--- src/svss_pkg.sv ---
`default_nettype none

package svss_pkg;

    localparam int ANGLE_FRAC_BITS = 8;
    localparam int TIME_FRAC_BITS  = 8;

    localparam int TIME_W     = 22;
    localparam int ANGLE_W    = 16;
    localparam int PHASE_W    = 3;
    localparam int ELAPSED_W  = 16;
    localparam int SPACING_W  = 14;
    localparam int CFG_IDX_W  = 3;
    localparam int CFG_DATA_W = 22;

    // Spacing is (time << ANGLE_FRAC_BITS) / (span << TIME_FRAC_BITS).
    localparam int NUM_W     = TIME_W + ANGLE_FRAC_BITS;
    localparam int DEN_W     = ANGLE_W + TIME_FRAC_BITS;
    localparam int DIV_CNT_W = $clog2(NUM_W + 1);
    localparam int HOLD_CMP_W = ELAPSED_W + TIME_FRAC_BITS;

    localparam logic [ANGLE_W-1:0]   ONE_DEG     = ANGLE_W'(1 << ANGLE_FRAC_BITS);
    localparam logic [ELAPSED_W-1:0] ELAPSED_MAX = {ELAPSED_W{1'b1}};
    localparam logic [SPACING_W-1:0] SPACING_MAX = {SPACING_W{1'b1}};

    localparam logic [PHASE_W-1:0] PH_IDLE = 3'd0;
    localparam logic [PHASE_W-1:0] PH_RISE = 3'd1;
    localparam logic [PHASE_W-1:0] PH_HIGH = 3'd2;
    localparam logic [PHASE_W-1:0] PH_FALL = 3'd3;
    localparam logic [PHASE_W-1:0] PH_LOW  = 3'd4;

    localparam logic [CFG_IDX_W-1:0] CFG_RISE_TIME = 3'd0;
    localparam logic [CFG_IDX_W-1:0] CFG_FALL_TIME = 3'd1;
    localparam logic [CFG_IDX_W-1:0] CFG_HOLD_HIGH = 3'd2;
    localparam logic [CFG_IDX_W-1:0] CFG_HOLD_LOW  = 3'd3;
    localparam logic [CFG_IDX_W-1:0] CFG_MIN_ANGLE = 3'd4;
    localparam logic [CFG_IDX_W-1:0] CFG_MAX_ANGLE = 3'd5;

    localparam logic [TIME_W-1:0]  RST_RISE_TIME = 22'd30845;
    localparam logic [TIME_W-1:0]  RST_FALL_TIME = 22'd30845;
    localparam logic [TIME_W-1:0]  RST_HOLD_HIGH = 22'd40710;
    localparam logic [TIME_W-1:0]  RST_HOLD_LOW  = 22'd183040;
    localparam logic [ANGLE_W-1:0] RST_MIN_ANGLE = 16'd5888;
    localparam logic [ANGLE_W-1:0] RST_MAX_ANGLE = 16'd21310;

    typedef struct packed {
        logic [TIME_W-1:0]  rise_time;
        logic [TIME_W-1:0]  fall_time;
        logic [TIME_W-1:0]  hold_high;
        logic [TIME_W-1:0]  hold_low;
        logic [ANGLE_W-1:0] min_angle;
        logic [ANGLE_W-1:0] max_angle;
    } cfg_t;

    typedef struct packed {
        logic             start;
        logic [NUM_W-1:0] num;
        logic [DEN_W-1:0] den;
    } div_req_t;

endpackage

`default_nettype wire

--- src/svss_cfg.sv ---
`default_nettype none

module svss_cfg (
    input  wire logic                            clk,
    input  wire logic                            rst_n,
    input  wire logic                            cfg_we,
    input  wire logic [svss_pkg::CFG_IDX_W-1:0]  cfg_index,
    input  wire logic [svss_pkg::CFG_DATA_W-1:0] cfg_data,
    output svss_pkg::cfg_t                       cfg
);

    svss_pkg::cfg_t cfg_reg;

    always_ff @(posedge clk or negedge rst_n)
    begin
        if (!rst_n)
        begin
            cfg_reg.rise_time <= svss_pkg::RST_RISE_TIME;
            cfg_reg.fall_time <= svss_pkg::RST_FALL_TIME;
            cfg_reg.hold_high <= svss_pkg::RST_HOLD_HIGH;
            cfg_reg.hold_low  <= svss_pkg::RST_HOLD_LOW;
            cfg_reg.min_angle <= svss_pkg::RST_MIN_ANGLE;
            cfg_reg.max_angle <= svss_pkg::RST_MAX_ANGLE;
        end
        else if (cfg_we)
        begin
            case (cfg_index)
                svss_pkg::CFG_RISE_TIME: cfg_reg.rise_time <= cfg_data[svss_pkg::TIME_W-1:0];
                svss_pkg::CFG_FALL_TIME: cfg_reg.fall_time <= cfg_data[svss_pkg::TIME_W-1:0];
                svss_pkg::CFG_HOLD_HIGH: cfg_reg.hold_high <= cfg_data[svss_pkg::TIME_W-1:0];
                svss_pkg::CFG_HOLD_LOW:  cfg_reg.hold_low  <= cfg_data[svss_pkg::TIME_W-1:0];
                svss_pkg::CFG_MIN_ANGLE: cfg_reg.min_angle <= cfg_data[svss_pkg::ANGLE_W-1:0];
                svss_pkg::CFG_MAX_ANGLE: cfg_reg.max_angle <= cfg_data[svss_pkg::ANGLE_W-1:0];
                default:
                begin
                end
            endcase
        end
    end

    assign cfg = cfg_reg;

endmodule

`default_nettype wire

--- src/svss_div.sv ---
`default_nettype none

module svss_div (
    input  wire logic                        clk,
    input  wire logic                        rst_n,
    input  wire svss_pkg::div_req_t          req,
    output logic                             done,
    output logic [svss_pkg::NUM_W-1:0]       quotient
);

    localparam int NW = svss_pkg::NUM_W;
    localparam int DW = svss_pkg::DEN_W;

    logic                           busy_reg, busy_next;
    logic                           done_reg, done_next;
    logic [svss_pkg::DIV_CNT_W-1:0] cnt_reg, cnt_next;
    logic [DW-1:0]                  rem_reg, rem_next;
    logic [NW-1:0]                  quo_reg, quo_next;
    logic [DW-1:0]                  den_reg, den_next;

    logic [DW:0] shifted;
    logic [DW:0] diff;
    logic        fits;

    // Restoring division, one quotient bit per cycle, numerator shifted out MSB first.
    always_comb
    begin
        shifted = {rem_reg, quo_reg[NW-1]};
        diff    = shifted - {1'b0, den_reg};
        fits    = (shifted >= {1'b0, den_reg});

        busy_next = busy_reg;
        done_next = 1'b0;
        cnt_next  = cnt_reg;
        rem_next  = rem_reg;
        quo_next  = quo_reg;
        den_next  = den_reg;

        if (req.start)
        begin
            busy_next = 1'b1;
            cnt_next  = svss_pkg::DIV_CNT_W'(NW);
            rem_next  = '0;
            quo_next  = req.num;
            den_next  = req.den;
        end
        else if (busy_reg)
        begin
            rem_next = fits ? diff[DW-1:0] : shifted[DW-1:0];
            quo_next = {quo_reg[NW-2:0], fits};
            cnt_next = cnt_reg - 1'b1;
            if (cnt_reg == svss_pkg::DIV_CNT_W'(1))
            begin
                busy_next = 1'b0;
                done_next = 1'b1;
            end
        end
    end

    always_ff @(posedge clk or negedge rst_n)
    begin
        if (!rst_n)
        begin
            busy_reg <= 1'b0;
            done_reg <= 1'b0;
            cnt_reg  <= '0;
        end
        else
        begin
            busy_reg <= busy_next;
            done_reg <= done_next;
            cnt_reg  <= cnt_next;
        end
    end

    always_ff @(posedge clk)
    begin
        rem_reg <= rem_next;
        quo_reg <= quo_next;
        den_reg <= den_next;
    end

    assign done     = done_reg;
    assign quotient = quo_reg;

endmodule

`default_nettype wire

--- src/servo_sweep_sequencer_top.sv ---
`default_nettype none

// An accepted tick passes through ST_EXEC and ST_PUT before its result is registered; a tick
// that starts a rise or a fall sweep also passes ST_DIV, where the step spacing (Q8.8 angles)
// is computed. A new tick is taken only once the last one's result is registered; the serial
// divider for the step spacing works one quotient bit per cycle. A stalled result holds off the next.
// Reset (asynchronous, active low) clears the sequencer to idle with its internal angle and counters
// at zero and loads every configuration register with its default value.
module servo_sweep_sequencer_top (
    input  wire logic                            clk,
    input  wire logic                            rst_n,
    input  wire logic                            cfg_we,
    input  wire logic [svss_pkg::CFG_IDX_W-1:0]  cfg_index,
    input  wire logic [svss_pkg::CFG_DATA_W-1:0] cfg_data,
    input  wire logic                            in_valid,
    output logic                                 in_stall,
    input  wire logic                            run_enable,
    output logic                                 out_valid,
    input  wire logic                            out_stall,
    output logic [svss_pkg::ANGLE_W-1:0]         angle,
    output logic [svss_pkg::PHASE_W-1:0]         phase
);

    typedef enum logic [3:0] {
        ST_READY = 4'b0001,
        ST_EXEC  = 4'b0010,
        ST_DIV   = 4'b0100,
        ST_PUT   = 4'b1000
    } seq_state_t;

    localparam int AW = svss_pkg::ANGLE_W;

    svss_pkg::cfg_t     cfg;
    svss_pkg::div_req_t div_req;
    logic               div_done;
    logic [svss_pkg::NUM_W-1:0] div_quo;

    seq_state_t state_reg, state_next;
    logic run_reg, run_next;
    logic [svss_pkg::PHASE_W-1:0]   phase_st_reg, phase_st_next;
    logic [AW-1:0]                  cur_angle_reg, cur_angle_next;
    logic [svss_pkg::ELAPSED_W-1:0] elapsed_reg, elapsed_next;
    logic [svss_pkg::SPACING_W-1:0] spacing_reg, spacing_next;
    logic                           out_valid_reg, out_valid_next;
    logic [AW-1:0]                  angle_reg, angle_next;
    logic [svss_pkg::PHASE_W-1:0]   phase_reg, phase_next;

    logic [svss_pkg::ELAPSED_W-1:0]  el_inc;
    logic [svss_pkg::HOLD_CMP_W-1:0] el_scaled;
    logic [AW-1:0]                   span_raw;
    logic [AW-1:0]                   span;
    logic [svss_pkg::TIME_W-1:0]     sweep_time;
    logic [AW:0]                     rise_next;
    logic [AW:0]                     fall_floor;
    logic                            out_free;

    svss_cfg u_cfg (
        .clk       (clk),
        .rst_n     (rst_n),
        .cfg_we    (cfg_we),
        .cfg_index (cfg_index),
        .cfg_data  (cfg_data),
        .cfg       (cfg)
    );

    svss_div u_div (
        .clk      (clk),
        .rst_n    (rst_n),
        .req      (div_req),
        .done     (div_done),
        .quotient (div_quo)
    );

    always_comb
    begin
        el_inc     = (elapsed_reg != svss_pkg::ELAPSED_MAX) ? elapsed_reg + 1'b1 : elapsed_reg;
        el_scaled  = {el_inc, {svss_pkg::TIME_FRAC_BITS{1'b0}}};
        span_raw   = (cfg.max_angle > cfg.min_angle) ? cfg.max_angle - cfg.min_angle : '0;
        span       = (span_raw < svss_pkg::ONE_DEG) ? svss_pkg::ONE_DEG : span_raw;
        sweep_time = (phase_st_reg == svss_pkg::PH_HIGH) ? cfg.fall_time : cfg.rise_time;
        rise_next  = {1'b0, cur_angle_reg} + {1'b0, svss_pkg::ONE_DEG};
        // Stepping down lands on the limit once current - 1 degree <= min.
        fall_floor = {1'b0, cfg.min_angle} + {1'b0, svss_pkg::ONE_DEG};
        out_free   = !out_valid_reg || !out_stall;

        div_req.start = 1'b0;
        div_req.num   = svss_pkg::NUM_W'(sweep_time) << svss_pkg::ANGLE_FRAC_BITS;
        div_req.den   = {span, {svss_pkg::TIME_FRAC_BITS{1'b0}}};

        state_next     = state_reg;
        run_next       = run_reg;
        phase_st_next  = phase_st_reg;
        cur_angle_next = cur_angle_reg;
        elapsed_next   = elapsed_reg;
        spacing_next   = spacing_reg;
        out_valid_next = out_valid_reg && out_stall;
        angle_next     = angle_reg;
        phase_next     = phase_reg;

        case (state_reg)
            ST_READY:
            begin
                if (in_valid)
                begin
                    run_next   = run_enable;
                    state_next = ST_EXEC;
                end
            end
            ST_EXEC:
            begin
                state_next = ST_PUT;
                if (!run_reg)
                begin
                    phase_st_next  = svss_pkg::PH_IDLE;
                    cur_angle_next = cfg.min_angle;
                end
                else
                begin
                    case (phase_st_reg)
                        svss_pkg::PH_RISE:
                        begin
                            elapsed_next = el_inc;
                            if (el_inc >= svss_pkg::ELAPSED_W'(spacing_reg))
                            begin
                                elapsed_next = '0;
                                if (rise_next >= {1'b0, cfg.max_angle})
                                begin
                                    cur_angle_next = cfg.max_angle;
                                    phase_st_next  = svss_pkg::PH_HIGH;
                                end
                                else
                                begin
                                    cur_angle_next = rise_next[AW-1:0];
                                end
                            end
                        end
                        svss_pkg::PH_HIGH:
                        begin
                            elapsed_next = el_inc;
                            if (el_scaled >= svss_pkg::HOLD_CMP_W'(cfg.hold_high))
                            begin
                                elapsed_next  = '0;
                                phase_st_next = svss_pkg::PH_FALL;
                                div_req.start = 1'b1;
                                state_next    = ST_DIV;
                            end
                        end
                        svss_pkg::PH_FALL:
                        begin
                            elapsed_next = el_inc;
                            if (el_inc >= svss_pkg::ELAPSED_W'(spacing_reg))
                            begin
                                elapsed_next = '0;
                                if ({1'b0, cur_angle_reg} <= fall_floor)
                                begin
                                    cur_angle_next = cfg.min_angle;
                                    phase_st_next  = svss_pkg::PH_LOW;
                                end
                                else
                                begin
                                    cur_angle_next = cur_angle_reg - svss_pkg::ONE_DEG;
                                end
                            end
                        end
                        svss_pkg::PH_LOW:
                        begin
                            elapsed_next = el_inc;
                            if (el_scaled >= svss_pkg::HOLD_CMP_W'(cfg.hold_low))
                            begin
                                elapsed_next  = '0;
                                phase_st_next = svss_pkg::PH_RISE;
                                div_req.start = 1'b1;
                                state_next    = ST_DIV;
                            end
                        end
                        default:
                        begin
                            // Idle, or a code that cannot arise: start a rise sweep.
                            cur_angle_next = cfg.min_angle;
                            elapsed_next   = '0;
                            phase_st_next  = svss_pkg::PH_RISE;
                            div_req.start  = 1'b1;
                            state_next     = ST_DIV;
                        end
                    endcase
                end
            end
            ST_DIV:
            begin
                if (div_done)
                begin
                    spacing_next = (div_quo > svss_pkg::NUM_W'(svss_pkg::SPACING_MAX))
                                 ? svss_pkg::SPACING_MAX
                                 : div_quo[svss_pkg::SPACING_W-1:0];
                    state_next   = ST_PUT;
                end
            end
            ST_PUT:
            begin
                if (out_free)
                begin
                    out_valid_next = 1'b1;
                    angle_next     = cur_angle_reg;
                    phase_next     = phase_st_reg;
                    state_next     = ST_READY;
                end
            end
            default:
            begin
                state_next = ST_READY;
            end
        endcase
    end

    always_ff @(posedge clk or negedge rst_n)
    begin
        if (!rst_n)
        begin
            state_reg     <= ST_READY;
            run_reg       <= 1'b0;
            phase_st_reg  <= svss_pkg::PH_IDLE;
            cur_angle_reg <= '0;
            elapsed_reg   <= '0;
            spacing_reg   <= '0;
            out_valid_reg <= 1'b0;
        end
        else
        begin
            state_reg     <= state_next;
            run_reg       <= run_next;
            phase_st_reg  <= phase_st_next;
            cur_angle_reg <= cur_angle_next;
            elapsed_reg   <= elapsed_next;
            spacing_reg   <= spacing_next;
            out_valid_reg <= out_valid_next;
        end
    end

    always_ff @(posedge clk)
    begin
        angle_reg <= angle_next;
        phase_reg <= phase_next;
    end

    assign in_stall  = (state_reg != ST_READY);
    assign out_valid = out_valid_reg;
    assign angle     = angle_reg;
    assign phase     = phase_reg;

endmodule

`default_nettype wire

--- config.mk ---
export PLATFORM = sky130hd
export DESIGN_NAME = servo_sweep_sequencer_top
export DESIGN_NICKNAME = d
export VERILOG_FILES = /design/src/svss_pkg.sv /design/src/svss_cfg.sv /design/src/svss_div.sv /design/src/servo_sweep_sequencer_top.sv
export SDC_FILE = /design/constraint.sdc
export NUM_CORES = 1
export LEC_CHECK = 0
export ABC_CLOCK_PERIOD_IN_PS = 7210
export BUFFER_PORTS_ARGS = -buffer_cell sky130_fd_sc_hd__buf_4
export CORE_UTILIZATION = 40
export DETAILED_ROUTE_END_ITERATION = 12
export GPL_TIMING_DRIVEN = 1
export HOLD_SLACK_MARGIN = 0.12
export PLACE_DENSITY_LB_ADDON = 0.1
export SETUP_SLACK_MARGIN = 0.02
export SLEW_MARGIN = 5
export SYNTH_ARGS = -nofsm -noshare
export SYNTH_HDL_FRONTEND = slang
export SYNTH_SLANG_ARGS = --single-unit
--- constraint.sdc ---
create_clock -name clk -period 7.21 [get_ports clk]
set_clock_uncertainty 0.15 [all_clocks]
set_input_delay 1.0815 -clock clk [delete_from_list [all_inputs] [get_ports clk]]
set_output_delay 1.0815 -clock clk [all_outputs]
set_load 0.05 [all_outputs]
==> impl_metrics.yaml <==
outcome:
  outcome: "finished clean"
cells_and_area:
  drive_gt1_frac: 0.211
  final_cell_mix: "148 x nand2_1, 133 x dfrtp_1, 119 x inv_1, 114 x mux2_2, 112 x ha_1"
  syn2layout_area_growth_pct: 13.6
  utilization: 0.460
  fillers: 3638
  largest_reg_flops: 120
  nets: 1712
  final_common_cell: "nand2_1"
worst_hold_path:
  hold_path_class: "reg2reg"
power:
  vdd_drop_max_mv: 0.215
  leakage_nw: 7.71
  pwr_density_cell_nw_per_um2: 406
  finalPower_w: 0.00722
worst_setup_path:
  critPathLaunch: "elapsed_reg[0]"
  cpLargestDelayFamily: "compound AO/OA/AOI/OAI gates"
  worst-path-stages: 15
  reg2reg_slack_ns: 1.68
  crit_fanout: 58
  slowest_delay_ns: 0.70
  r2r_cells: 15
  worstSetupEndpoint: "u_div.quotient[15]"
  cp_data_required_time_ns: 7.30
  reg2reg_to: "u_div.quotient[15]"
  r2r_start: "elapsed_reg[0]"
  critPathArrivalTime_ns: 5.62
  crit_chain: "ha_1 > inv_1 > nor4_1 > nand3_1 > nand4_1 > nor2_1 > nand3_1 > xnor2_1 > ha_1 > and4_1 > a221oi_1 > o311ai_0 > o2111a_4 > buf_4 > o21ai_0"
  worstSetupPathType: "reg2reg"
  cp_num_buf_inv: 2
  end_kind: "flip-flop"
  critPathLaunchType: "flip-flop"
  cp_slowest_cell: "o311ai_0"
synth:
  synth_ff_type: "dfrtp_1"
  synth.largest_area_cell: "dfrtp_1"
  synth_fp_nets: 1661
  synth_seq_area_share: 0.445
  async_flop_share: 0.672
  netlist_top_cells_area: "dfrtp_1 21%, edfxtp_1 11%, ha_1 9.0%"
  syn_avg_cell_area_um2: 10.3
  synth_cell_types: 91
  syn_area_um2: 15700
  ys_ff_latch: 271
  yosysWarnings: 0
  synth-edff-count: 57
  netlist_instances: 1516
  yosys.area.top_type_share: 0.214
drt:
  route.met3.wl_um: 1450
  wl_per_cell_um: 19.5
  dr.pass1.iters: 5
  drt-initial-drc-count: 629
  vias_per_cell: 5.41
  drc_errors: 0
  met1Wirelength_um: 20500
  highest_layer: "met4"
  wl_um: 41200
  ant_nets: 0
  wl_met2_um: 18100
  vias: 11400
global_routing:
  antenna_found_initial: 0
  grt_use_total: 0.214
  grt_pass1_vias: 11400
  grt_max_degree: 92
  grt_pass1_wl_um: 65700
  overflow: 0
timing:
  hold_viol: 0
  slew_violations: 0
  min_period_ns: 5.53
  fin_ws_ns: 1.68
  setup_tns_ns: 0
  finalSetupViolations: 0
  tightest_slew_ns: 1.33
  period_share: 0.767
  rsz0062_at_grt: "no"
  hold_ws_ns: 0.300
  timing.fmax_mhz: 181
  relSlewSlack: 0.104
placed_design:
  finalWeightedCongestion: 0.859
  place_ws_ns: 1.78
  io_buffers: 51
  hpwl_um: 29500
flow_run:
  maxCapViolCount: 0
clocking:
  clk_pin_slew_ns: 0.06
  cts_root_buf: "clkbuf_16"
  cts_resized: 0
  clock_sinks: 271
  holdBufCountCts: 0
  numCtsBuffers: 35
  cts_setup_buffers: 0
  cts_buffer_depth: 3
  tritoncts: "built"
  clock_latency_ns: 0.54
  h-tree-depth: 2
floorplan:
  die_h_um: 200
  fp-row-count: 72
  core_area_um2: 38600
  dieArea_um2: 39900
  ioPinCount: 52
  die_w_um: 200
  initial_core_util: 0.405
## where the power goes
| part | leakage, nW | total [W] | switching, W | internal [W] |
|---|---|---|---|---|
| clock network | 0.563 | 0.00175 | 0.000677 | 0.00107 |
| registers | 3.00 | 0.00251 | 0.000399 | 0.00211 |
| logic | 4.15 | 0.00296 | 0.00169 | 0.00127 |
| total | 7.71 | 0.00722 | 0.00276 | 0.00445 |
## layer usage
| metal | vias up | track usage |
|---|---|---|
| met5 | - | 0 |
| met4 | 0 | 0.0647 |
| met3 | 68 | 0.0338 |
| met2 | 154 | 0.327 |
| met1 | 5612 | 0.310 |
| li1 | 5587 | - |
## Yosys cell counts, types with 8 or more instances
cell type and instances:
nand2_1 148, and3_1 8, or2_2 8, dfstp_2 48
a21o_1 24, a21oi_1 64, o21a_1 12, clkbuf_1 43
buf_2 9, nor3_1 27, nor2b_1 12, mux2i_1 32
nor4_1 18, dfxtp_1 32, o22a_1 16, ha_1 112
xor2_1 21, nand2b_1 12, nand4_1 14, edfxtp_1 57
dfrtp_1 134, mux2_2 114, a22o_1 11, o211ai_1 8
mux2_4 8, a211oi_1 33, inv_1 119, o21ai_0 94
nor2_1 71, and2_1 13, nand3_1 41, xnor2_1 36
## cell type report
cell class | instances | area, µm² | area share
clock buffers | 46 | 947 | 0.0533
flip-flops and latches | 271 | 6970 | 0.392
repair buffers | 68 | 517 | 0.0291
diodes | 1 | 2.50 | 0.000141
inverters | 120 | 450 | 0.0253
well taps | 518 | 648 | 0.0365
multi-input cells | 1071 | 8060 | 0.453
clock inverters | 16 | 190 | 0.0107
## metrics by stage
step / cell area [µm²] / std cells
final: 17800 / 2111
after detailed placement: 16600 / 2048
after global placement: 16600 / 2048
after floorplan: 15700 / 1516
after global routing: 17800 / 2110
after CTS: 17800 / 2110
## logic make-up (layout without fill, tap and decap cells)
logic type               Yosys count  count (layout)  share of synthesized area
flip-flops                       271             271                      0.445
AO/OA/AOI/OAI                    332             332                      0.144
other                              0               1                          0
multiplexers                     154             154                      0.110
adder cells (fa/ha/maj)          114             114                     0.0921
XOR/XNOR                          57              57                     0.0319
buffers and inverters            174             250                     0.0427
AND/OR/NAND/NOR                  414             414                      0.135
## how the worst min path moves through the flow
stage / from / end / depth (start not counted)
floorplan: phase_st_reg[1] / phase[1] / 0
global placement: cur_angle_reg[0] / angle[0] / 0
finish: cur_angle_reg[0] / angle[0] / 0
CTS: cur_angle_reg[0] / angle[0] / 0
global route: cur_angle_reg[0] / angle[0] / 0
detailed placement: cur_angle_reg[0] / angle[0] / 0
(Power assumes the default switching activity.)
